--- src/rtl/core/sca_pkg.sv ---
// ----------------------------------------------------------------------------
// sca_pkg
// Types, codes and class tables shared by the size-class allocator modules.
// ----------------------------------------------------------------------------
`default_nettype none

package sca_pkg;

    localparam int CLS_MAX = 8;
    localparam int CLS_W   = 3;

    // Port field widths
    localparam int SIZE_W     = 32;
    localparam int PORT_HDL_W = 16;
    localparam int PORT_USE_W = 17;
    localparam int KB_W       = 32;

    localparam logic [KB_W-1:0] LIMIT_RST = 32'd4194304;

    // Class size in KB and preallocated handles per class
    localparam logic [31:0] CLASS_KB [CLS_MAX] = '{
        32'd4, 32'd16, 32'd64, 32'd256, 32'd1024, 32'd4096, 32'd8192, 32'd16384
    };
    localparam logic [31:0] CLASS_PRE [CLS_MAX] = '{
        32'd5000, 32'd1000, 32'd500, 32'd200, 32'd50, 32'd20, 32'd10, 32'd0
    };

    typedef enum logic {
        FUNC_ALLOC = 1'b0,
        FUNC_REL   = 1'b1
    } func_t;

    typedef enum logic [2:0] {
        ST_OK        = 3'd0,
        ST_TOO_LARGE = 3'd1,
        ST_LIMIT     = 3'd2,
        ST_UNKNOWN   = 3'd3,
        ST_EXHAUSTED = 3'd4
    } status_t;

    typedef enum logic [1:0] {
        S_IDLE,
        S_DECIDE,
        S_POP
    } ctrl_state_t;

    typedef struct packed {
        logic capture;   // latch the incoming request
        logic exec;      // decide and update class state
        logic load_pop;  // finish a pop with the memory read data
    } ctrl_cmd_t;

    typedef struct packed {
        logic is_pop;    // the decision pops a free stack
        logic out_free;  // the result register can take a new result
    } dp_stat_t;

    // Preallocated pool size in KB, with counts clipped to the handle space
    function automatic logic [KB_W-1:0] pool_kb(input int num_cls, input int hbits);
        logic [31:0] acc;
        logic [31:0] pre;
        logic [31:0] hspace;
        acc    = '0;
        hspace = 32'd1 << hbits;
        for (int c = 0; c < CLS_MAX; c++)
        begin
            if (c < num_cls)
            begin
                pre = (CLASS_PRE[c] > hspace) ? hspace : CLASS_PRE[c];
                acc = acc + pre * CLASS_KB[c];
            end
        end
        return acc;
    endfunction

endpackage

`default_nettype wire

--- src/rtl/core/sca_ctrl.sv ---
// ----------------------------------------------------------------------------
// sca_ctrl
// Sequencer: takes a request, lets the datapath decide, waits out a stack pop.
// ----------------------------------------------------------------------------
`default_nettype none

module sca_ctrl
    import sca_pkg::*;
(
    input  wire logic      clk,
    input  wire logic      rst_n,
    input  wire logic      s_tvalid,
    output logic           s_tready,
    output ctrl_cmd_t      cmd,
    input  wire dp_stat_t  stat
);

    ctrl_state_t state_reg;
    ctrl_state_t state_next;

    always_ff @(posedge clk or negedge rst_n)
    begin
        if (!rst_n)
            state_reg <= S_IDLE;
        else
            state_reg <= state_next;
    end

    always_comb
    begin
        state_next = state_reg;
        s_tready   = 1'b0;
        cmd        = '0;
        unique case (state_reg)
            S_IDLE:
            begin
                s_tready = 1'b1;
                if (s_tvalid)
                begin
                    cmd.capture = 1'b1;
                    state_next  = S_DECIDE;
                end
            end
            S_DECIDE:
            begin
                // hold until the result register has room
                if (stat.out_free)
                begin
                    cmd.exec   = 1'b1;
                    state_next = stat.is_pop ? S_POP : S_IDLE;
                end
            end
            S_POP:
            begin
                if (stat.out_free)
                begin
                    cmd.load_pop = 1'b1;
                    state_next   = S_IDLE;
                end
            end
            default:
            begin
                state_next = S_IDLE;
            end
        endcase
    end

endmodule

`default_nettype wire

--- config.mk ---
export PLATFORM = sky130hd
export DESIGN_NAME = sca_ctrl
export DESIGN_NICKNAME = d
export VERILOG_FILES = /design/src/rtl/core/sca_pkg.sv /design/src/rtl/core/sca_ctrl.sv
export SDC_FILE = /design/constraint.sdc
export NUM_CORES = 1
export LEC_CHECK = 0
export ABC_CLOCK_PERIOD_IN_PS = 1400
export BUFFER_PORTS_ARGS = -buffer_cell sky130_fd_sc_hd__buf_2
export CORE_AREA = 5 5 42 44
export CTS_CLUSTER_DIAMETER = 40
export DETAILED_ROUTE_END_ITERATION = 8
export DIE_AREA = 0 0 47 49
export GPL_TIMING_DRIVEN = 1
export PLACE_DENSITY = 0.3
export SYNTH_ARGS = -nofsm -noshare
export SYNTH_HDL_FRONTEND = slang
export SYNTH_SLANG_ARGS = --single-unit
--- constraint.sdc ---
create_clock -name clk -period 1.4 [get_ports clk]
set_input_delay 0.14 -clock clk [delete_from_list [all_inputs] [get_ports clk]]
set_output_delay 0.14 -clock clk [all_outputs]
set_load 0.02 [all_outputs]
==> summary.md <==
| Metric | Value |
|---|---|
| Status | `complete, no violations` |
| RSZ-0062 raised after global routing | `false` |
| Pwr dens | `1540 mW/mm^2` |
| Yosys synthesis warning count | `0` |
| Synthesized area | `between 100 and 150 sq um` |
| CTS Sinks | `2` |
| Num ports | `9` |
| Seq/Total Area, Yosys | `44.94%` |
| Initial DRC Count | `5` |
| Vias in the first global route | `118` |
| Setup violators final | `0` |
| Share of layout cells above drive strength 1 | `a little over half` |
| Largest net degree at the start of global routing | `7` |
| H-tree levels | `1` |
| Slew HR | `about 87%` |
| Final Skew | `about 0.0029 ns` |
| Crit path kind | `reg -> out` |
| Core area | `0.001401 sq mm` |
| Final Critical Period | `between 1 and 1.5 ns` |
| Total number of vias | `117` |
| CTS root buf | `clkbuf_4` |
| Die H | `between 40 and 50 um` |
| Cells after synthesis | `11` |
| Final GP Congestion | `approximately 0.63` |
| Initial Utilization | `approximately 7.9%` |
| Routed Antenna Nets | `0` |
| Post-Route Utilization | `between 10% and 20%` |
| Initial antenna violation count | `0` |
| Antenna Cells | `0` |
| Hold Crit Class | `in -> reg` |
| Count of input and output buffers | `8` |
| Syn nets | `16` |
| Post-route DRC | `0` |
| CP startpoint kind | `flop` |
| Cts bufs inserted | `3` |
| Maximum VDD drop | `around 420 uV` |
| Routed wire length | `~290 um` |
| Placed Area | `roughly 170 sq um` |
| WP data arrival | `1.06 ns` |
| Commonest non-fill, non-tap cell in the layout | `buf_2` |
| CP Capture Type | `primary output` |
| Hold_ws | `~0.12 ns` |
| CTS Hold Buffers Added | `1` |
| Post-Layout Cell Count | `39` |
| CTS Buffer Depth | `2` |
| DR pass1 iterations | `3` |
| Synth Register Bits | `2` |
| Crit path required time | `1.26 ns` |
| Nets | `30` |
| Chip width | `approximately 47 um` |
| Fmax achieved | `between 800 and 900 MHz` |
| Area growth from synthesis to layout | `83.15%` |
| Clock-pin transition on the worst setup and hold timing paths | `~0.03 ns` |
| Pleak | `approximately 0.11 nW` |
| Dpl cells | `35` |
| Synth cell types | `9` |
| Max Cap Viol | `0` |
| TritonCTS clock tree | `built` |
| Fin crit share | `85.59%` |
| Most frequent cells in the layout | `buf_2 (8), clkbuf_4 (3), nand2b_1 (2), dfrtp_1 (2)` |
| Final Hold Fails | `0` |
| Post-CTS sizing | `0` |
| Final setup TNS | `0 ns` |
| Finished Cell Area | `203.9 sq um` |
| Grt total ovfl | `0` |
| Drt wl/cell | `around 7.4 um` |
| Worst-path maximum fanout | `6` |
| GRT Resource Usage Total | `approximately 3.5%` |
| Number of setup buffers added after CTS | `0` |
| Vias per std cell | `about 3.0` |
| Rows | `14` |
| Die Area | `0.002303 sq mm` |
| Worst-Margin Slew | `around 0.19 ns` |
| First-pass GRT wire length | `462 um` |
| Max reg flops | `2` |
| Avg Cell Area, Syn | `between 10 and 15 sq um` |
| Max Slew Vio Count | `0` |
| Clk Latency, worst-skew pair | `between 0.2 and 0.25 ns` |
-- critical path, stage by stage, from the launching register on --
cell and delay [ns]:
dfrtp_1 0.40, nor2_1 0.15, and2_1 0.13, buf_2 0.15
-- per-stage QoR --
stage | total power [mW] | setup slack [ns]
after floorplan | 0.1504 | 0.2410
after global placement | 0.1857 | 0.4475
after detailed placement | 0.1868 | 0.4348
after CTS | 0.3234 | 0.1882
after global routing | 0.3482 | 0.1301
final | 0.3141 | 0.2017
-- cell usage after synthesis --
library cell | count | share of area (%)
dfrtp_1 | 2 | 45
nand2b_1 | 2 | 11
a21o_1 | 1 | 6.7
a21oi_1 | 1 | 4.5
and2_1 | 1 | 5.6
and3b_1 | 1 | 7.9
and3b_2 | 1 | 9.0
nor2_1 | 1 | 3.4
nor3b_1 | 1 | 6.7
-- power by group --
group          internal [mW]  switching [mW]  total [mW]
combinational         0.0450          0.0563       0.101
clock                 0.0946          0.0323       0.127
sequential            0.0713          0.0146      0.0860
-- path summary, 6_finish.rpt --
kind	start	to	slack, ns	cells past startpoint
max	state_reg[0]$_DFFE_PN0P_	cmd[2]	0.20	3
min	stat[1]	state_reg[1]$_DFFE_PN0P_	0.12	2
max reg2reg	state_reg[0]$_DFFE_PN0P_	state_reg[1]$_DFFE_PN0P_	0.51	2
min reg2reg	state_reg[1]$_DFFE_PN0P_	state_reg[0]$_DFFE_PN0P_	0.48	1
max in group asynchronous	rst_n	state_reg[1]$_DFFE_PN0P_	1.07	2
min in group asynchronous	rst_n	state_reg[0]$_DFFE_PN0P_	0.24	2
-- per-layer routing --
layer	vias to the layer above	track usage, %	share of wire, %
li1	63	-	-
met1	45	4.176	58
met2	9	2.036	26
met3	0	3.690	15
met4	0	5.530	0
met5	-	0	0
-- layout make-up --
class | count | area [sq um]
clock buffer | 3 | 22.52
fill | 166 | 1197
multi-input combinational | 9 | 61.31
sequential | 2 | 50.05
tap | 16 | 20.02
timing repair buffer | 9 | 50.05
-- cells by family (layout without fill, tap and decap cells) --
logic type / count (synthesis) / count (layout) / synth area share, %
AND/OR/NAND/NOR: 7 / 7 / 43.82
AO/OA/AOI/OAI: 2 / 2 / 11.23
flip-flops: 2 / 2 / 44.95
buffers and inverters: 0 / 12 / 0
Power figures use the tool's default switching activity.
